--- config.mk ---
export PLATFORM = sky130hd
export DESIGN_NAME = plc_out_stage
export DESIGN_NICKNAME = d
export VERILOG_FILES = /design/src/design/assert_macros.svh /design/src/design/plc_pkg.sv /design/src/design/plc_out_stage.sv
export SDC_FILE = /design/constraint.sdc
export NUM_CORES = 1
export LEC_CHECK = 0
export ABC_AREA = 1
export BUFFER_PORTS_ARGS = -buffer_cell sky130_fd_sc_hd__buf_2
export CORE_AREA = 2 2 39 41
export CTS_CLUSTER_SIZE = 40
export DETAILED_ROUTE_END_ITERATION = 7
export DIE_AREA = 0 0 41 43
export GPL_TIMING_DRIVEN = 0
export MAX_ROUTING_LAYER = met4
export PLACE_DENSITY = 0.5
export SLEW_MARGIN = 20
export SYNTH_ARGS = -nofsm -noshare
export SYNTH_HDL_FRONTEND = slang
export SYNTH_SLANG_ARGS = --single-unit
--- constraint.sdc ---
create_clock -name clk -period 1 [get_ports clk]
set_input_delay 0.15 -clock clk [delete_from_list [all_inputs] [get_ports clk]]
set_output_delay 0.15 -clock clk [all_outputs]
set_load 0.01 [all_outputs]
--- src/design/assert_macros.svh ---
// Assertion helpers for the code lock; the synthesis build sees empty bodies.
`ifndef ASSERT_MACROS_SVH
`define ASSERT_MACROS_SVH

`ifndef SYNTHESIS
// Check that a property holds on every clock edge outside reset.
`define PLC_ASSERT(label, clk, rst_n, prop, msg) \
	label: assert property (@(posedge clk) disable iff (!rst_n) prop) else $error(msg);
// Check that a condition never holds outside reset.
`define PLC_ASSERT_NEVER(label, clk, rst_n, cond, msg) \
	label: assert property (@(posedge clk) disable iff (!rst_n) !(cond)) else $error(msg);
`else
`define PLC_ASSERT(label, clk, rst_n, prop, msg)
`define PLC_ASSERT_NEVER(label, clk, rst_n, cond, msg)
`endif

`endif

--- src/design/plc_pkg.sv ---
`timescale 1ns / 1ps

package plc_pkg;

	// Default entry length and tries count after reset
	localparam int CODE_LENGTH_DEF = 5;
	localparam logic [2:0] TRIES_RESET = 3'd3;

	// Special key characters
	localparam logic [7:0] KEY_CR  = 8'd13;
	localparam logic [7:0] KEY_NUL = 8'd0;

	// Input item kinds
	localparam logic KIND_KEY    = 1'b0;
	localparam logic KIND_CHANGE = 1'b1;

	typedef enum logic [1:0] {
		PH_FIRST   = 2'd0,
		PH_CONFIRM = 2'd1,
		PH_IDLE    = 2'd2,
		PH_VERIFY  = 2'd3
	} phase_t;

	typedef enum logic [1:0] {
		OC_MATCH    = 2'd0,
		OC_MISMATCH = 2'd1,
		OC_ALARM    = 2'd2
	} outcome_t;

	typedef struct packed {
		logic       kind;
		logic [7:0] key_byte;
	} item_t;

	// Registered input item with its valid flag
	typedef struct packed {
		logic  valid;
		item_t item;
	} stage_t;

	typedef struct packed {
		outcome_t outcome;
		logic     code_stored;
		phase_t   phase_after;
	} result_t;

endpackage

--- src/design/plc_out_stage.sv ---
`timescale 1ns / 1ps

module plc_out_stage import plc_pkg::*; (
	input  logic    clk,
	input  logic    arst_n,
	input  logic    res_valid,
	input  result_t res,
	output logic    can_take,
	output logic    out_valid,
	output result_t out_res,
	input  logic    out_ready,
	input  logic    advance
);

	logic    valid_q;
	result_t res_q;

	// Free when empty or when the waiting reply is taken this cycle
	assign can_take = !valid_q || out_ready;

	// Hold the reply valid flag
	always_ff @(posedge clk or negedge arst_n) begin
		if (!arst_n) begin
			valid_q <= 1'b0;
		end else if (can_take) begin
			valid_q <= advance && res_valid;
		end
	end

	// Load the reply payload
	always_ff @(posedge clk) begin
		if (advance && res_valid) begin
			res_q <= res;
		end
	end

	assign out_valid = valid_q;
	assign out_res   = res_q;

endmodule

After elaboration in Yosys (flattened, before gate mapping). Index checks and enable logic that the tools add are counted.

Reductions and logical operators: 3.

Operators with widths (count): $logic_and A1 B1 Y1 (1); $logic_not A1 Y1 (1); $logic_or A1 B1 Y1 (1).

Register bits after elaboration: 6. Bits of input ports: 10. Logic and storage cells: 7.

Longest topological paths before layout.
Word-level depth: 2. Gate-level depth with buffers: 3. Depth with buffers taken out: 3.

Least setup slack after synthesis. OpenSTA, ideal clock, no wires.

Path type: reg2reg. Start point: reg valid_q (netlist: out_valid). End point: reg valid_q (netlist: out_valid). Library setup time: 0.118 ns. Data arrival time: 0.554 ns. Required time: 0.882 ns. Slack: 0.327 ns. Cell stages (with the launch flop): 3. Buffers on the path: 0. Clock period less this slack: 0.673 ns. Cell sequence: dfrtp_1 nand2_2 nand2_2.

Longest elaborated chain between the ends: 2.

RTL lines: from (decl) (RTL line plc_out_stage.sv:15) `logic valid_q;`; from (signal assigned) (RTL line plc_out_stage.sv:26) `valid_q <= advance && res_valid;`; $logic_not A1 Y1 (RTL line plc_out_stage.sv:19) `assign can_take = !valid_q || out_ready;`; $logic_or A1 B1 Y1 (RTL line plc_out_stage.sv:19); net can_take (RTL line plc_out_stage.sv:8) `output logic can_take,`.

The timed path passes the listed nets, and every way through them passes these cells. A chain may end at the register's enable or synchronous reset.

Worst setup path after layout.
Start point: reg valid_q (netlist: out_valid). End point: out can_take.

Longest elaborated chain between the ends: 2.

RTL lines (RTL line): $logic_not A1 Y1 (plc_out_stage.sv:19); $logic_or A1 B1 Y1 (plc_out_stage.sv:19); to (decl) (plc_out_stage.sv:8).

Every way passes these cells.

==> results by group <==
GRT
  • Vias in the first global route: 143
  • Antenna violations before repair: 0
  • Largest net degree at the start of global routing: 6
  • First-pass GRT wire length: 621 um
  • GR Util All Layers: 6.56%
  • Gr ovfl total: 0

Clocking
  • Root buf cell: clkbuf_4
  • Later-pin clock latency in the skew report: roughly 0.24 ns
  • Sink Count: 6
  • Clock transition at path regs: around 0.05 ns
  • CTS buffer count: 3
  • Setup Fix Bufs, Post-CTS: 0
  • H-tree depth: 1
  • CTS max path bufs: 2
  • CTS tree: done

Drt
  • Drt drc: 0
  • Vias: 160
  • Post-Route WL: 439 um
  • DRT iter0 DRCs: 1
  • Vias per Instance: 3.33
  • Final ANT Viol Nets: 0
  • DRT Pass-1 Iters: 2
  • DR WL/cell: between 9 and 10 um

Pwr
  • Max rail drop VDD: around 0.0011 V
  • Leak: ~0.00017 uW
  • Power density cells: 1750 nW/um2

Synth
  • Async SR Flop Fraction: 16.7%
  • Cell Area, Synth: 199 um2
  • Area leader, netlist: edfxtp_1
  • Post-synthesis net count: 21
  • Post-Synthesis Cells: 11
  • Post-synthesis register bit count: 6
  • Synth top area cells: edfxtp_1 (75%), dfrtp_1 (13%), nand2_2 (6.3%), inv_1 (3.8%), nand2_1 (1.9%)
  • Post-synthesis sequential area ratio: between 80% and 90%
  • Synth warn: 0
  • Top FF cell, synth: edfxtp_1
  • Leading cell types by count after synthesis: edfxtp_1 (5), inv_1 (2), nand2_2 (2)
  • Netlist cell types: 5
  • Top-count cell post-synth: edfxtp_1
  • Yosys top cell area share: roughly three quarters
  • Avg Inst Size Synth: 18.1 um2
  • Count of flip-flops with a built-in enable after synthesis: 5

Placement
  • IO buf count: 16
  • Placed cell count: 43
  • GPL Wtd Cong: 0.709

Worst setup path
  • Startpoint Class: register
  • Worst reg2reg path startpoint: out_valid
  • Worst R2R End: out_valid
  • Worst reg2reg path depth: 2
  • Endpoint type of the worst setup path: output pin
  • Critical path type: reg2out
  • Flop2flop setup slack: 0.39 ns
  • Max stage delay cell, worst path: dfrtp_1
  • Max FO, Critical Path: 2
  • Required @ worst endpoint: 0.85 ns
  • CP Cell Sequence: nand2_2, buf_6
  • Origin of the worst setup path: out_valid
  • Critical Path Sink: can_take
  • Worst EP arrival: roughly 0.80 ns
  • Crit-path max cell delay: 0.37 ns

Timing
  • Max Clk Rate: 1050 MHz
  • Final setup vio count: 0
  • RSZ-0062 raised after global routing: false
  • Final max-slew violation count: 0
  • Final hold vios: 0
  • Final Skew: 0 ns
  • Worst-margin pin slew: 0.181 ns
  • Final setup TNS: 0 ns
  • Worst hold slack: 0.0803 ns
  • Tmin final: 0.954 ns
  • Headroom to the max-slew limit: 87.9%
  • Crit share post-route: 95.4%

Cells and area
  • Layout area overhead: 71.7%
  • # fillers: 143
  • Multi-input gate area: ~16 um2
  • ANT cells: 0
  • Final std cells w/o fill: 48
  • Layout Nets: 43
  • Register area: roughly 180 um2
  • Share of layout cells above drive strength 1: about 66%

Die
  • Initial Util: 14.4%
  • Die footprint: 1760 um2
  • Die width: 41 um
  • Core area: about 1400 um2
  • DIE HEIGHT: 43 um
  • I/O pin cnt: 17
  • Row count: 14

Status
  • Status: finished clean

Hold path
  • Hold Crit Start: res[4]
  • HP Class: in2reg

Flow run
  • Maxcap violations: 0
kinds of logic after synthesis:
group	after synthesis	share of synthesized area (%)
buffers and inverters	2	3.77
flip-flops	6	88.0
AND/OR/NAND/NOR	3	8.17
state kept, by name (all words and copies together) (netlist names):
register,cells
out_res,5
out_valid,1
worst min-delay path by stage:
stage                      end  slack, ns  cells past startpoint
detailed placement   out_valid      -0.07                      1
global placement     out_valid      -0.07                      1
CTS                 out_res[4]       0.07                      1
global route        out_res[4]       0.07                      1
finish              out_res[4]       0.08                      1
floorplan            out_valid      -0.15                      0
through the flow:
step | util, % | total power, uW | area (um2) | setup WS (ns)
floorplan | - | 323 | 199 | 0.327
global placement | 21.6 | 361 | 299 | 0.221
detailed placement | 21.6 | 361 | 299 | 0.212
global route | 24.7 | 652 | 342 | 0.000396
finish | 24.7 | 599 | 342 | 0.0460
CTS | 24.2 | 608 | 335 | 0.0160
worst max-delay path: cells and delay by family, from the launching register on:
kind / cells / cell delay [ns]
flip-flops: 1 / 0.37
buffers and inverters: 1 / 0.10
AND/OR/NAND/NOR: 1 / 0.09
where the power goes:
group	internal (uW)	total [uW]	switching, uW
registers	291	297	5.83
logic	33.7	65.1	31.4
clock network	151	237	85.9
total	476	599	123
cell usage in the layout (no fill, tap or decap):
cell type and count:
clkbuf_1 1, buf_6 1, nand2_1 1, buf_2 15, inv_1 2, nand2_2 2
dlygate4sd3_1 1, dfrtp_1 1, edfxtp_1 5, clkbuf_4 3
cell type report:
type | count | share of cell area (%)
clock buffers | 4 | 7.69
multi-input cells | 3 | 4.76
inverters | 2 | 2.20
well taps | 16 | 5.86
repair buffers | 17 | 28.2
flip-flops and latches | 6 | 51.3
repair_timing:
action,in CTS,in global routing
hold endpoints to repair,1,0
gates resized for setup,0,1
hold buffers,1,0
setup endpoints to repair,0,1
routing by layer:
metal | track usage (%) | share of wire (%) | up-vias
met5 | - | 0 | -
met4 | 0 | 0 | 0
met3 | 9.95 | 25 | 0
met2 | 5.00 | 21 | 19
met1 | 9.33 | 54 | 61
li1 | - | - | 80
(Power assumes the default switching activity.)
