[config.mk]
export PLATFORM = sky130hd
export DESIGN_NAME = plc_in_stage
export DESIGN_NICKNAME = d
export VERILOG_FILES = /design/src/design/assert_macros.svh /design/src/design/plc_pkg.sv /design/src/design/plc_in_stage.sv
export SDC_FILE = /design/constraint.sdc
export NUM_CORES = 1
export LEC_CHECK = 0
export BUFFER_PORTS_ARGS = -buffer_cell sky130_fd_sc_hd__buf_2
export CAP_MARGIN = 20
export CORE_AREA = 3 3 40 42
export DETAILED_ROUTE_END_ITERATION = 16
export DIE_AREA = 0 0 43 45
export SLEW_MARGIN = 20
export SYNTH_ARGS = -nofsm -noshare
export SYNTH_HDL_FRONTEND = slang
export SYNTH_SLANG_ARGS = --single-unit
[constraint.sdc]
create_clock -name clk -period 2 [get_ports clk]
set_input_delay 0.2 -clock clk [delete_from_list [all_inputs] [get_ports clk]]
set_output_delay 0.2 -clock clk [all_outputs]
set_load 0.01 [all_outputs]
[src/design/assert_macros.svh]
// Assertion helpers for the code lock; the synthesis build sees empty bodies.
`ifndef ASSERT_MACROS_SVH
`define ASSERT_MACROS_SVH

`ifndef SYNTHESIS
// Check that a property holds on every clock edge outside reset.
`define PLC_ASSERT(label, clk, rst_n, prop, msg) \
	label: assert property (@(posedge clk) disable iff (!rst_n) prop) else $error(msg);
// Check that a condition never holds outside reset.
`define PLC_ASSERT_NEVER(label, clk, rst_n, cond, msg) \
	label: assert property (@(posedge clk) disable iff (!rst_n) !(cond)) else $error(msg);
`else
`define PLC_ASSERT(label, clk, rst_n, prop, msg)
`define PLC_ASSERT_NEVER(label, clk, rst_n, cond, msg)
`endif

`endif

[src/design/plc_pkg.sv]
`timescale 1ns / 1ps

package plc_pkg;

	// Default entry length and tries count after reset
	localparam int CODE_LENGTH_DEF = 5;
	localparam logic [2:0] TRIES_RESET = 3'd3;

	// Special key characters
	localparam logic [7:0] KEY_CR  = 8'd13;
	localparam logic [7:0] KEY_NUL = 8'd0;

	// Input item kinds
	localparam logic KIND_KEY    = 1'b0;
	localparam logic KIND_CHANGE = 1'b1;

	typedef enum logic [1:0] {
		PH_FIRST   = 2'd0,
		PH_CONFIRM = 2'd1,
		PH_IDLE    = 2'd2,
		PH_VERIFY  = 2'd3
	} phase_t;

	typedef enum logic [1:0] {
		OC_MATCH    = 2'd0,
		OC_MISMATCH = 2'd1,
		OC_ALARM    = 2'd2
	} outcome_t;

	typedef struct packed {
		logic       kind;
		logic [7:0] key_byte;
	} item_t;

	// Registered input item with its valid flag
	typedef struct packed {
		logic  valid;
		item_t item;
	} stage_t;

	typedef struct packed {
		outcome_t outcome;
		logic     code_stored;
		phase_t   phase_after;
	} result_t;

endpackage

[src/design/plc_in_stage.sv]
`timescale 1ns / 1ps

module plc_in_stage import plc_pkg::*; (
	input  logic       clk,
	input  logic       arst_n,
	input  logic       in_valid,
	input  item_t      in_item,
	output logic       in_ready,
	input  logic       advance,
	output stage_t     stage
);

	logic  valid_s1;
	item_t item_s1;

	// Take a new item when empty or when the held one moves on this cycle
	assign in_ready = !valid_s1 || advance;

	// Hold the valid flag of the input register
	always_ff @(posedge clk or negedge arst_n) begin
		if (!arst_n) begin
			valid_s1 <= 1'b0;
		end else if (in_ready) begin
			valid_s1 <= in_valid;
		end
	end

	// Load the payload on each transfer
	always_ff @(posedge clk) begin
		if (in_ready && in_valid) begin
			item_s1 <= in_item;
		end
	end

	assign stage.valid = valid_s1;
	assign stage.item  = item_s1;

endmodule

---- After elaboration in Yosys (flattened, before gate mapping) ----
Index checks and enable logic that the tools add are counted.
storage, ports and cells
  register bits after elaboration ......... 10
  input bits .............................. 13
operators by class
  reductions and logical operators ........ 3
operator list
  kind               count
  $logic_and 1x1->1  1
  $logic_not 1->1    1
  $logic_or 1x1->1   1

---- Depth between registers and ports, before layout ----
Gate-level depths: netlist of the first run.
  depth after elaboration ................. 3
  mapped depth ............................ 2
  depth with buffers taken out ............ 2

---- Least setup slack after synthesis of the first run ----
No wires, ideal clock.
  kind .................................... flip-flop to flip-flop
  from .................................... register valid_s1
  to ...................................... register item_s1, in the netlist stage[0] (enable)
  library setup time ...................... 0.301 ns
  data arrival time ....................... 0.669 ns
  required time ........................... 1.699 ns
  setup slack ............................. 1.029 ns
  stages on the path, launching flop included .. 3
  path buffers ............................ 0
  cell sequence ........................... dfrtp_1 nand2b_4 and2_4
between the ends
  cells in the longest elaborated chain, start to end .. 3
ends and longest elaborated chain
  what                    line                text
  start, declared         plc_in_stage.sv:13  logic valid_s1;
  start signal, assigned  plc_in_stage.sv:24  valid_s1 <= in_valid;
  $logic_not 1->1         plc_in_stage.sv:17  assign in_ready = !valid_s1 || advance;
  $logic_or 1x1->1        plc_in_stage.sv:17
  net in_ready            plc_in_stage.sv:8   output logic in_ready,
  $logic_and 1x1->1       plc_in_stage.sv:30  if (in_ready && in_valid) begin
  end signal, assigned    plc_in_stage.sv:31  item_s1 <= in_item;
  end, declared           plc_in_stage.sv:14  item_t item_s1;
The timed path passes the listed nets, and every way through them passes these cells.
A chain may end at the register's enable or synchronous reset.

---- Worst setup path in the final report of the first run ----
  from .................................... register valid_s1
  to ...................................... output in_ready
between the ends
  cells in the longest elaborated chain, start to end .. 2
ends and longest elaborated chain
  what              line
  $logic_not 1->1   plc_in_stage.sv:17
  $logic_or 1x1->1  plc_in_stage.sv:17
  end, declared     plc_in_stage.sv:8
No other way between the ends.

==> impl_metrics.ini, run 1 <==
[floorplanning]
die_h_um = 45
boundaryPins = 24
dieArea_um2 = 1940
fp-row-count = 13
core-area_um2 = 1280
start_util = 0.258
die_x_um = 43

[clock_network]
tritoncts = yes
clkLatencyLatePin_ns = 0.25
numClockSinks = 10
path_clk_slew_ns = 0.06
postCtsHoldBufs = 1
cts_max_level = 1
clock_path_buffers = 2
cts_buffers = 3
post_cts_buffers = 0
cts.repair.resized = 0
cts_root_buffer = clkbuf_4

[global_routing]
gr-total-overflow = 0
grt_max_degree = 10
antenna_found_initial = 0
grt_pass1_wl_um = 834
grt_pass1_vias = 213
track_usage = 0.0629

[logic_synthesis]
ys_types = 6
synth_top_area_cell = edfxtp_1
synth-simple-area-share = 0.0868
synth_compound_area_frac = 0
synthesis.area_um2 = 332
netlist_instances = 14
syn_avg_cell_area_um2 = 23.7
syn_nets = 27
synthXorXnorAreaFrac = 0
yosysWarnings = 0
ys_seq_elements = 10
synth.area.top_cells = edfxtp_1, dfrtp_1, nand2b_4
yosysSeqAreaShare = 0.891
synthAdderAreaFrac = 0
synth_top_family_by_area = simple AND/OR/NAND/NOR gates
synthMuxAreaShare = 0
synth_top_area_share = 0.815

[critical_path]
crit_required_ns = 1.80
crit_path_end_kind = primary output
cp_data_arrival_time_ns = 0.86
cp-start-kind = register
critPathKind = register to primary output
reg2reg_slack_ns = 1.01
worstPathMaxFanout = 3

[flow_run]
cap_violations = 0

[pwr]
total_power_mw = 0.459
peakVddDrop_mv = 0.358
power.density_nw_per_um2 = 911
p_leak_nw = 0.227

[timing]
maxSlewViolCount = 0
hold_viol = 0
rsz0062_at_grt = no
fmax_mhz = 939
tns_ns = 0
fin_skew_ns = 0.00320
slew-limit-headroom = 0.917
setup-violations-final = 0
tightest_slew_ns = 0.125
period_needed_ns = 1.06
post-route-period-util = 0.532

[drt]
vias = 217
drc = 0
via_per_inst = 3.88
wl_per_cell_um = 10.5
dr.pass1.iters = 2
drtIter0Drc = 2
detail-route-antenna-nets = 0
drt_wl_total_um = 589

[final_layout]
fillers = 129
multiInputGateArea_um2 = 28.8
post-route-util = 0.392
area_growth_syn_to_layout_pct = 52.1
nets = 55
drive_gt1_frac = 0.707
n_antenna_cell = 0
seq_area_um2 = 295

[place]
portBuffers = 23
gp_congestion = 0.586

[run_status]
status = complete, no violations

[worst_hold_path]
min_path_type = primary input to register
## flip-flops by register name, indices dropped and copies added, names as in the netlist
signal and flops:
stage 9, valid_s1 1
## per-stage QoR
| stage | hold slack, ns | instances | setup slack (ns) | instance area (um^2) |
|---|---|---|---|---|
| floorplan | -0.0956 | 14 | 1.03 | 332 |
| global placement | -0.0248 | 51 | 1.03 | 458 |
| detailed placement | -0.0244 | 51 | 1.01 | 458 |
| CTS | 0.108 | 56 | 0.922 | 504 |
| global route | 0.106 | 56 | 0.900 | 504 |
| finish | 0.118 | 56 | 0.935 | 504 |
## logic make-up (layout without fill, tap and decap cells)
kind of cell,count (synthesis),count (layout)
buffers and inverters,1,28
flip-flops,10,10
AND/OR/NAND/NOR,3,3
## power breakdown
part	leakage [nW]	internal, mW	switching [mW]
clock	0.0210	0.110	0.0630
combinational	0.110	0.0217	0.0197
sequential	0.0965	0.242	0.00321
## metal layers
metal,routed length [um],global-route usage
met1,229,0.0742
met2,257,0.0838
met3,102,0.0319
met4,0,0.0542
met5,0,0
## cell type report
type	instances	area share
timing repair buffer	24	0.248
tap	15	0.0372
sequential	10	0.586
clock buffer	4	0.0720
multi-input combinational	3	0.0571
## worst max-delay path, cell delays in order (launching register included)
cell      delay (ns)
dfrtp_1         0.40
nand2b_4        0.08
buf_2           0.12
## placed cells by master (no fill, tap or decap)
master	instances
and2_4	1
dlygate4sd3_1	1
clkbuf_4	3
nand2b_1	1
nand2b_4	1
edfxtp_1	9
clkbuf_8	1
buf_2	23
dfrtp_1	1
## final timing paths
kind,start,endpoint,cells after the start
min reg2reg,valid_s1$_DFFE_PN0P_,valid_s1$_DFFE_PN0P_,2
min,in_item[8],stage[8]$_DFFE_PP_,1
max in group asynchronous,arst_n,valid_s1$_DFFE_PN0P_,2
max,valid_s1$_DFFE_PN0P_,in_ready,2
max reg2reg,valid_s1$_DFFE_PN0P_,stage[6]$_DFFE_PP_,2
min in group asynchronous,arst_n,valid_s1$_DFFE_PN0P_,2
## cells in the mapped netlist
| library cell | n |
|---|---|
| and2_4 | 1 |
| buf_4 | 1 |
| dfrtp_1 | 1 |
| edfxtp_1 | 9 |
| nand2b_1 | 1 |
| nand2b_4 | 1 |
No activity file was read; power rests on OpenSTA's default activity.
==> run 2: changes to the inputs <==
Clock period 2 ns to 1.1 ns, I/O delays scaled along.
==> run 2 against run 1 <==
- count of clock-buffer cells in the layout unchanged
- setup slack got worse by 0.82 ns
- wire length increased by 1.4%
- flip-flop and latch count unchanged
- global-route usage increased by 0.25 points
- critical endpoint is now stage[3]$_DFFE_PP_
- largest power group unchanged
==> impl_metrics.ini, run 2 (same netlist as run 1, synthesis figures left out) <==
[run_status]
status = complete, no violations

[clock_network]
tritoncts = yes
cts_max_level = 1
cts_buffers = 3
numClockSinks = 10
cts_root_buffer = clkbuf_4
cts.repair.resized = 0
clock_path_buffers = 2
path_clk_slew_ns = 0.07
clkLatencyLatePin_ns = 0.26

[final_layout]
final_cell_mix = buf_2, edfxtp_1, clkbuf_4
nets = 55
largest_reg_flops = 9
final_common_cell = buf_2
fin_cells = 56
area_growth_syn_to_layout_pct = 49.1
n_antenna_cell = 0
drive_gt1_frac = 0.683

[global_routing]
grt_pass1_wl_um = 862
track_usage = 0.0654
grt_pass1_vias = 213
antenna_found_initial = 0
grt_max_degree = 10
gr-total-overflow = 0

[timing]
post-route-period-util = 0.893
tns_ns = 0
fmax_mhz = 1020
slew-limit-headroom = 0.917
maxSlewViolCount = 0
tightest_slew_ns = 0.125
setup-violations-final = 0
fin_skew_ns = 0.00666
hold_viol = 0
period_needed_ns = 0.982
setup_slack_ns = 0.118
rsz0062_at_grt = no

[drt]
detail-route-antenna-nets = 0
drt_wl_total_um = 597
via_per_inst = 3.91
drtIter0Drc = 2
vias = 219
wl_per_cell_um = 10.7
dr.pass1.iters = 4
drc = 0

[critical_path]
crit_required_ns = 1.06
crit_path_end_kind = register
max_stage_delay_ns = 0.40
cp-start-kind = register
crit_family = flip-flops
critPathSlowestCell = dfrtp_1
crit_buf_inv = 0
critPathKind = register to register
cp_data_arrival_time_ns = 0.94
crit_chain = nand2b_4 -> and2_4
worstPathMaxFanout = 9

[place]
gp_congestion = 0.586
dpl.cell_count = 51
place_ws_ns = 0.113
portBuffers = 23

[floorplanning]
die_x_um = 43
start_util = 0.258
dieArea_um2 = 1940
fp-row-count = 13
boundaryPins = 24
core-area_um2 = 1280
die_h_um = 45

[pwr]
clockPowerShare = 0.330
switching_share = 0.204
p_leak_nw = 0.221
peakVddDrop_mv = 0.672
power.density_nw_per_um2 = 1570
combPwrFrac = 0.097
p_int_mw = 0.618
p_sw_mw = 0.158
power_frac_seq = 0.573

[flow_run]
cap_violations = 0

[worst_hold_path]
min_path_type = primary input to register
## run 2: cell count changes in the layout (fill, tap and decap cells not counted)
cell	change
clkbuf_8	-1
clkbuf_1	+1
## run 2: timing repair
| item | CTS | global route |
|---|---|---|
| hold endpoints to repair | 1 | 0 |
| hold buffers | 1 | 0 |
| buffers inserted | 0 | 0 |
## run 2: worst register-to-register path: cells and delay by family, from the launching register on
| family | cells | cell delay, ns |
|---|---|---|
| flops | 1 | 0.40 |
| simple gates | 2 | 0.29 |
## run 2: layout make-up
class | count | area [um^2]
Fill cell | 128 | 791
Sequential cell | 10 | 295
Timing Repair Buffer | 24 | 125
Multi-Input combinational cell | 3 | 28.8
Clock buffer | 4 | 26.3
Tap cell | 15 | 18.8
## run 2: per-layer routing
layer | track usage | vias up | part of all wire
met2 | 0.0868 | 19 | 0.44
met5 | 0 | - | 0
met3 | 0.0239 | 0 | 0.17
met1 | 0.0844 | 95 | 0.39
li1 | - | 105 | -
met4 | 0.0542 | 0 | 0
## run 2: final timing paths
kind	end	start	depth (start not counted)	slack [ns]
worst max register to register	stage[3]$_DFFE_PP_	valid_s1$_DFFE_PN0P_	2	0.12
worst max-delay path	stage[3]$_DFFE_PP_	valid_s1$_DFFE_PN0P_	2	0.12
worst min-delay path	stage[6]$_DFFE_PP_	in_item[6]	1	0.02
max in group asynchronous	valid_s1$_DFFE_PN0P_	arst_n	2	0.86
min in group asynchronous	valid_s1$_DFFE_PN0P_	arst_n	2	0.16
worst min register to register	valid_s1$_DFFE_PN0P_	valid_s1$_DFFE_PN0P_	2	0.54
## run 2: stage by stage
step	hold slack (ns)	total power [mW]	area (um^2)	utilization
floorplan	-0.186	0.487	332	-
global placement	-0.115	0.526	458	0.356
detailed placement	-0.114	0.528	458	0.356
CTS	0.0199	0.785	494	0.385
global route	0.0168	0.807	494	0.385
finish	0.0248	0.777	494	0.385
## run 2: power by group through the flow
stage	Combinational [mW]	Sequential (mW)	Clock [mW]
finish	0.0751	0.445	0.256
global route	0.0812	0.448	0.278
CTS	0.0772	0.446	0.262
detailed placement	0.0745	0.454	0
global placement	0.0730	0.453	0
floorplan	0.0222	0.464	0
