==> src/design/assert_macros.svh <==
// Assertion helpers for the code lock; the synthesis build sees empty bodies.
`ifndef ASSERT_MACROS_SVH
`define ASSERT_MACROS_SVH

`ifndef SYNTHESIS
// Check that a property holds on every clock edge outside reset.
`define PLC_ASSERT(label, clk, rst_n, prop, msg) \
	label: assert property (@(posedge clk) disable iff (!rst_n) prop) else $error(msg);
// Check that a condition never holds outside reset.
`define PLC_ASSERT_NEVER(label, clk, rst_n, cond, msg) \
	label: assert property (@(posedge clk) disable iff (!rst_n) !(cond)) else $error(msg);
`else
`define PLC_ASSERT(label, clk, rst_n, prop, msg)
`define PLC_ASSERT_NEVER(label, clk, rst_n, cond, msg)
`endif

`endif

==> src/design/plc_pkg.sv <==
`timescale 1ns / 1ps

package plc_pkg;

	// Default entry length and tries count after reset
	localparam int CODE_LENGTH_DEF = 5;
	localparam logic [2:0] TRIES_RESET = 3'd3;

	// Special key characters
	localparam logic [7:0] KEY_CR  = 8'd13;
	localparam logic [7:0] KEY_NUL = 8'd0;

	// Input item kinds
	localparam logic KIND_KEY    = 1'b0;
	localparam logic KIND_CHANGE = 1'b1;

	typedef enum logic [1:0] {
		PH_FIRST   = 2'd0,
		PH_CONFIRM = 2'd1,
		PH_IDLE    = 2'd2,
		PH_VERIFY  = 2'd3
	} phase_t;

	typedef enum logic [1:0] {
		OC_MATCH    = 2'd0,
		OC_MISMATCH = 2'd1,
		OC_ALARM    = 2'd2
	} outcome_t;

	typedef struct packed {
		logic       kind;
		logic [7:0] key_byte;
	} item_t;

	// Registered input item with its valid flag
	typedef struct packed {
		logic  valid;
		item_t item;
	} stage_t;

	typedef struct packed {
		outcome_t outcome;
		logic     code_stored;
		phase_t   phase_after;
	} result_t;

endpackage

==> src/design/plc_core.sv <==
`timescale 1ns / 1ps

module plc_core import plc_pkg::*; #(
	parameter int CODE_LENGTH = CODE_LENGTH_DEF
) (
	input  logic       clk,
	input  logic       arst_n,
	input  logic       cfg_wr_en,
	input  logic [2:0] cfg_wr_data,
	input  stage_t     stage,
	input  logic       advance,
	output logic       res_valid,
	output result_t    res
);

	`include "assert_macros.svh"

	localparam int CNT_W = $clog2(CODE_LENGTH + 1);
	localparam int IDX_W = (CODE_LENGTH > 1) ? $clog2(CODE_LENGTH) : 1;
	localparam logic [CNT_W-1:0] CNT_FULL = CNT_W'(CODE_LENGTH);

	logic [2:0]       tries_cfg_q;
	logic [2:0]       tries_left_q;
	phase_t           phase_q;
	logic [CNT_W-1:0] cnt_q;
	logic [7:0]       entry_q  [CODE_LENGTH];
	logic [7:0]       cand_q   [CODE_LENGTH];
	logic [7:0]       stored_q [CODE_LENGTH];

	phase_t           phase_d;
	logic [CNT_W-1:0] cnt_d;
	logic [2:0]       tries_d;
	logic             wr_entry;
	logic             wr_cand;
	logic             wr_stored;
	logic             eq_cand;
	logic             eq_stored;
	logic             match;
	item_t            it;

	assign it = stage.item;

	// Compare the held entry against both codes in parallel
	always_comb begin
		eq_cand   = 1'b1;
		eq_stored = 1'b1;
		for (int i = 0; i < CODE_LENGTH; i++) begin
			eq_cand   = eq_cand && (entry_q[i] == cand_q[i]);
			eq_stored = eq_stored && (entry_q[i] == stored_q[i]);
		end
	end

	assign match = (phase_q == PH_CONFIRM) ? eq_cand : eq_stored;

	// Decide the next state and the reply for the item in the input register
	always_comb begin
		phase_d         = phase_q;
		cnt_d           = cnt_q;
		tries_d         = tries_left_q;
		wr_entry        = 1'b0;
		wr_cand         = 1'b0;
		wr_stored       = 1'b0;
		res_valid       = 1'b0;
		res.outcome     = OC_MATCH;
		res.code_stored = 1'b0;
		res.phase_after = phase_q;
		if (advance) begin
			if (it.kind == KIND_CHANGE) begin
				if (phase_q == PH_IDLE) begin
					phase_d = PH_VERIFY;
					cnt_d   = '0;
					tries_d = tries_cfg_q;
				end
			end else if (phase_q != PH_IDLE && it.key_byte != KEY_NUL) begin
				if (it.key_byte != KEY_CR) begin
					// Append the key; drop extras once full
					if (cnt_q < CNT_FULL) begin
						wr_entry = 1'b1;
						cnt_d    = cnt_q + CNT_W'(1);
					end
				end else if (cnt_q == CNT_FULL) begin
					cnt_d = '0;
					if (phase_q == PH_FIRST) begin
						wr_cand = 1'b1;
						phase_d = PH_CONFIRM;
						tries_d = tries_cfg_q;
					end else begin
						res_valid = 1'b1;
						if (match) begin
							tries_d = tries_cfg_q;
							if (phase_q == PH_CONFIRM) begin
								wr_stored       = 1'b1;
								res.code_stored = 1'b1;
								phase_d         = PH_IDLE;
							end else begin
								phase_d = PH_FIRST;
							end
						end else if (tries_left_q <= 3'd1) begin
							res.outcome = OC_ALARM;
							tries_d     = tries_cfg_q;
						end else begin
							res.outcome = OC_MISMATCH;
							tries_d     = tries_left_q - 3'd1;
						end
						res.phase_after = phase_d;
					end
				end
			end
		end
	end

	// Hold control state and the tries setting
	always_ff @(posedge clk or negedge arst_n) begin
		if (!arst_n) begin
			tries_cfg_q  <= TRIES_RESET;
			tries_left_q <= TRIES_RESET;
			phase_q      <= PH_FIRST;
			cnt_q        <= '0;
		end else begin
			if (cfg_wr_en) begin
				tries_cfg_q <= cfg_wr_data;
			end
			tries_left_q <= tries_d;
			phase_q      <= phase_d;
			cnt_q        <= cnt_d;
		end
	end

	// Write the entry and code stores
	always_ff @(posedge clk) begin
		if (wr_entry) begin
			entry_q[cnt_q[IDX_W-1:0]] <= it.key_byte;
		end
		if (wr_cand) begin
			cand_q <= entry_q;
		end
		if (wr_stored) begin
			stored_q <= cand_q;
		end
	end

	`PLC_ASSERT_NEVER(a_cnt_range, clk, arst_n, cnt_q > CNT_FULL, "entry count past code length")
	`PLC_ASSERT(a_idle_empty, clk, arst_n, phase_q == PH_IDLE |-> cnt_q == '0, "idle with keys held")
	`PLC_ASSERT(a_store_idle, clk, arst_n, res_valid && res.code_stored |=> phase_q == PH_IDLE, "stored code without going idle")
	`PLC_ASSERT(a_miss_hold, clk, arst_n, res_valid && res.outcome != OC_MATCH |=> $stable(phase_q), "mismatch changed phase")
	`PLC_ASSERT(a_no_reply_first, clk, arst_n, res_valid |-> phase_q == PH_CONFIRM || phase_q == PH_VERIFY, "reply outside compare phases")

endmodule

==> config.mk <==
export PLATFORM = sky130hd
export DESIGN_NAME = plc_core
export DESIGN_NICKNAME = d
export VERILOG_FILES = /design/src/design/plc_pkg.sv /design/src/design/plc_core.sv
export VERILOG_INCLUDE_DIRS = /design/src /design/src/design
export SDC_FILE = /design/constraint.sdc
export NUM_CORES = 1
export LEC_CHECK = 0
export BUFFER_PORTS_ARGS = -buffer_cell sky130_fd_sc_hd__buf_4
export CORE_MARGIN = 2
export CORE_UTILIZATION = 26
export DETAILED_ROUTE_END_ITERATION = 12
export PLACE_DENSITY = 0.45
export SETUP_SLACK_MARGIN = 0.3
export SLEW_MARGIN = 10
export SYNTH_ARGS = -nofsm -noshare
export SYNTH_HDL_FRONTEND = slang
export SYNTH_SLANG_ARGS = --single-unit
==> constraint.sdc <==
create_clock -name clk -period 6.59 [get_ports clk]
set_input_delay 0.3295 -clock clk [delete_from_list [all_inputs] [get_ports clk]]
set_output_delay 0.3295 -clock clk [all_outputs]
set_load 0.005 [all_outputs]
== Yosys cells after proc, flatten, opt, wreduce, memory -nomap -nowiden ==
Index checks and enable logic that the tools add are counted.

* Reduce and logical (&&, ||, !) cells: 17
* Div/mod/pow operators: 0
* $mul: 0
* Equal/unequal tests: 18
* Shifts and indexed selects: 0
* Add/sub/neg operators: 2
* Magnitude comparators: 4
* Multiplexer cells: 59
* Bitwise logic cells: 1

{| class="wikitable"
|+ Operators with widths
! operator !! count
|-
| $eq A8 B8 Y1 || 10
|-
| $mux W3 || 14
|-
| $bwmux W40 || 1
|-
| $mux W5 || 6
|-
| $mux W1 || 26
|-
| $demux W8 S3 || 1
|-
| $mux W2 || 10
|-
| $logic_and A1 B1 Y1 || 10
|-
| $reduce_and A5 Y1 || 2
|-
| $mux W8 || 1
|-
| $ne A8 B4 Y1 const B || 1
|-
| $reduce_bool A8 Y1 || 1
|-
| $ge A4 B4 Y1 const B || 1
|-
| $lt A4 B1 Y1 const B || 1
|-
| $ne A2 B2 Y1 const B || 2
|-
| $not A3 Y4 || 1
|-
| $reduce_bool A2 Y1 || 2
|-
| $add A3 B1 Y3 const B || 1
|-
| $eq A3 B3 Y1 const B || 1
|-
| $le A3 B1 Y1 const B || 1
|-
| $lt A3 B3 Y1 const B || 1
|-
| $ne A3 B2 Y1 const B || 1
|-
| $reduce_bool A3 Y1 || 1
|-
| $sub A3 B1 Y3 const B || 1
|-
| 4 further kinds || 4
|}

* Input bits: 17
* Memories: 0
* Bits in writable memories: 0
* Bits in latches: 0
* Bits in read-only memories: 0
* Flip-flop bits (word level): 131

== Depth between registers and ports, before layout ==
* Word-level depth: 13
* Depth in mapped cells: 7
* Gate-level depth less buffers: 7

== Worst setup path before layout ==
OpenSTA, ideal clock, no wires.

* Path type: input port to output port
* From: input stage[4] (netlist bit)
* To: output res[2] (netlist bit)
* Arrival: 5.833 ns
* Stages on the path: 5
* Required time: 6.260 ns
* Setup slack: 0.428 ns
* Cells stage by stage: or4_4 -> nor3_4 -> nand4_4 -> nor4_1 -> buf_4

{| class="wikitable"
|+ RTL lines
! what !! line !! RTL
|-
| start: declaration || plc_core.sv:10 || <nowiki>input stage_t stage,</nowiki>
|-
| end: declaration || plc_core.sv:13 || <nowiki>output result_t res</nowiki>
|}

==> impl_metrics.csv <==
group,metric,value,unit
run_status,status,"completed",
sta,slew_viol_final,0,
clock_network,cts_made_buffers,17,
sta,rsz0062_at_grt,"false",
floorplanning,ioPinCount,23,
hold_path,hp-class,"in2reg",
floorplanning,initial_core_util,26.6,%
global_routing,grt_pass1_wl,17600,um
yosys,ys_ff_latch,131,
sta,setup_viol,0,
sta,worst_pin_slew,1.01,ns
yosys,synth_edf_count,120,
yosys,synth_largest_area_cell,"edfxtp_1",
clock_network,clock_path_buffers,2,
global_routing,grt_usage,11.3,%
yosys,avgSynthCellArea,16.7,sq um
setup_path,cp_max_fo,10,
clock_network,clk_pin_slew,0.06,ns
clock_network,post_cts_resized,0,
clock_network,root_buffer,"clkbuf_16",
yosys,syn_inst,322,
sta,clock-skew-final,0.00934,ns
power_and_ir_drop,p_leak,0.00211,uW
routing,dr.pass1.iters,4,
final_layout,finalNetCount,385,
sta,timing.fmax,320,MHz
global_routing,grt_max_degree,41,
yosys,yosysTopAreaCellShare,67.1,%
power_and_ir_drop,peakVddDrop,0.168,mV
routing,drc,0,
sta,max-slew-margin-rel,32.3,%
global_routing,overflow,0,
routing,antenna_left,0,
clock_network,clkLatencyLatePin,0.42,ns
routing,wl_per_cell,17.7,um
floorplanning,die_w,148,um
final_layout,n_fill_cell,1948,
run,cap_viol_max_count,0,
global_routing,antenna_found_initial,0,
sta,setup_tns,0,ns
place,place_area,5910,sq um
place,io_buffers,21,
routing,wl,11400,um
clock_network,cts_tree,"done",
floorplanning,num_rows,52,
setup_path,critPathArrivalTime,2.80,ns
power_and_ir_drop,p_per_area,310,nW/um^2
final_layout,design_area,6510,sq um
sta,finalCriticalPeriod,3.13,ns
global_routing,grt_pass1_vias,2839,
sta,finalHoldViolCount,0,
setup_path,cp-start-kind,"register",
setup_path,crit_required,6.26,ns
routing,drt_iter0_markers,285,
yosys,yosys_most_used_dff,"edfxtp_1",
final_layout,drive_gt1_share,20.5,%
clock_network,clock_sinks,131,
routing,vias_per_cell,4.33,
floorplanning,coreArea,20200,sq um
yosys,synth.area.top_cells,"edfxtp_1 (67%), xnor2_1 (6.5%), xor2_1 (6.5%)",
floorplanning,die_h,148,um
place,gp_congestion,0.750,
sta,fin_crit_sh,47.5,%
yosys,synth_area,5370,sq um
yosys,synth_seq_area_share,72.3,%
yosys,synth_nets,343,
final_layout,diodes,0,
yosys,ys.warnings.count,0,
place,dp_hpwl,7440,um
setup_path,crit_path_end_kind,"output pin",
setup_path,path_class,"reg2out",
yosys,ys_types,44,
clock_network,htree_levels,4,
final_layout,area_growth,21.2,%
routing,num_vias,2797,
floorplanning,die-area,21800,sq um
yosys,synthArstFlopShare,8.40,%
-- final timing paths --
| kind | from | to | slack, ns | depth (start not counted) |
|---|---|---|---|---|
| setup reg to reg | entry_q[23]$_DFFE_PP_ | tries_left_q[2]$_DFFE_PN0P_ | 4.13 | 6 |
| hold / removal | cfg_wr_data[0] | tries_cfg_q[0]$_DFFE_PN1P_ | 0.15 | 2 |
| min in group asynchronous | arst_n | phase_q[1]$_DFFE_PN0P_ | 0.29 | 2 |
| setup / recovery | entry_q[23]$_DFFE_PP_ | res[0] | 3.46 | 7 |
| hold reg to reg | cand_q[37]$_DFFE_PP_ | stored_q[37]$_DFFE_PP_ | 0.47 | 0 |
| max in group asynchronous | arst_n | tries_cfg_q[1]$_DFFE_PN1P_ | 6.07 | 2 |
-- cell type report --
cell class,count,area (sq um),share of cell area (%)
sequential,131,3880,59.6
multi-input combinational,182,1480,22.7
clock buffer,18,429,6.59
tap,270,338,5.19
timing repair buffer,26,198,3.03
clock inverter,13,166,2.55
inverter,6,22.5,0.346
-- worst max-delay path, cell delays in order, from the launching register on --
cell	delay (ns)
edfxtp_1	0.43
xor2_1	0.17
nor4_1	0.50
nand4_1	0.23
or3_1	0.58
a21oi_1	0.25
nor2_1	0.07
buf_4	0.13
-- cell usage after synthesis (2+ instances only) --
library cell / n
nand3_1: 6
dfstp_2: 4
nor2_1: 11
inv_1: 6
ha_1: 4
edfxtp_1: 120
nor4_2: 2
nand2_1: 6
xor2_1: 40
and3_1: 3
xnor2_1: 40
dfrtp_1: 7
mux2_2: 3
nor4_1: 12
o221ai_2: 2
nand4_1: 17
nor3_1: 4
a21oi_1: 4
or3_1: 3
o21ai_0: 4
-- per-stage QoR --
stage / hold WS [ns] / power, uW / utilization [%] / setup slack (ns) / std cells
5_1_grt: 0.127 / 2090 / 32.2 / 3.26 / 646
6_report: 0.146 / 2020 / 32.2 / 3.46 / 646
3_3_place_gp: 0.176 / 1080 / 29.2 / 3.73 / 614
3_5_place_dp: 0.182 / 1080 / 29.2 / 3.74 / 614
2_1_floorplan: 0.0339 / 1030 / - / 0.428 / 322
4_1_cts: 0.117 / 2050 / 32.2 / 3.38 / 646
-- registers in the layout, indices dropped and copies added, names as in the netlist --
register,flops
entry_q,40
tries_cfg_q,3
tries_left_q,3
stored_q,40
cnt_q,3
cand_q,40
phase_q,2
-- per-layer routing --
layer / routed length, um / share of wire [%] / global-route usage [%] / vias up
li1: - / - / - / 1317
met1: 5440 / 48 / 15.6 / 1407
met2: 5300 / 46 / 16.7 / 53
met3: 497 / 4.3 / 3.15 / 20
met4: 210 / 1.8 / 5.05 / 0
met5: 0 / 0 / 0 / -
-- what timing repair did --
action	4_1_cts	5_1_grt
hold buffers	1	0
setup buffers	0	0
hold endpoints to repair	11	0
-- where the power goes --
group / switching [uW] / leakage, uW / total [uW] / internal (uW)
sequential: 39.6 / 0.00120 / 967 / 927
combinational: 53.3 / 0.000620 / 92.9 / 39.5
clock: 335 / 0.000289 / 958 / 622
-- cell usage in the layout (no fill, tap or decap), types with 4 or more instances in the layout --
master | netlist | layout
bufinv_16 | 0 | 4
inv_1 | 6 | 6
xnor2_1 | 40 | 40
nor4_1 | 12 | 9
ha_1 | 4 | 4
nand4_1 | 17 | 17
dfrtp_1 | 7 | 7
nor2_1 | 11 | 11
nor4_2 | 2 | 4
dfstp_2 | 4 | 4
edfxtp_1 | 120 | 120
buf_4 | 1 | 25
nand3_1 | 6 | 6
nand2_1 | 6 | 6
a21oi_1 | 4 | 4
clkinv_1 | 0 | 4
o21ai_0 | 4 | 4
xor2_1 | 40 | 40
clkbuf_16 | 0 | 17
-- logic make-up (layout without fill, tap and decap cells) --
family / count (synthesis) / after routing / synth area share, %
AND/OR/NAND/NOR: 76 / 76 / 9.10
multiplexers: 3 / 3 / 0.629
flip-flops: 131 / 131 / 72.3
XOR/XNOR: 80 / 80 / 13.0
buffers and inverters: 9 / 63 / 0.861
AO/OA/AOI/OAI: 19 / 19 / 3.17
adder cells (fa/ha/maj): 4 / 4 / 0.931
Note: power is estimated with default switching activity, not from simulation.
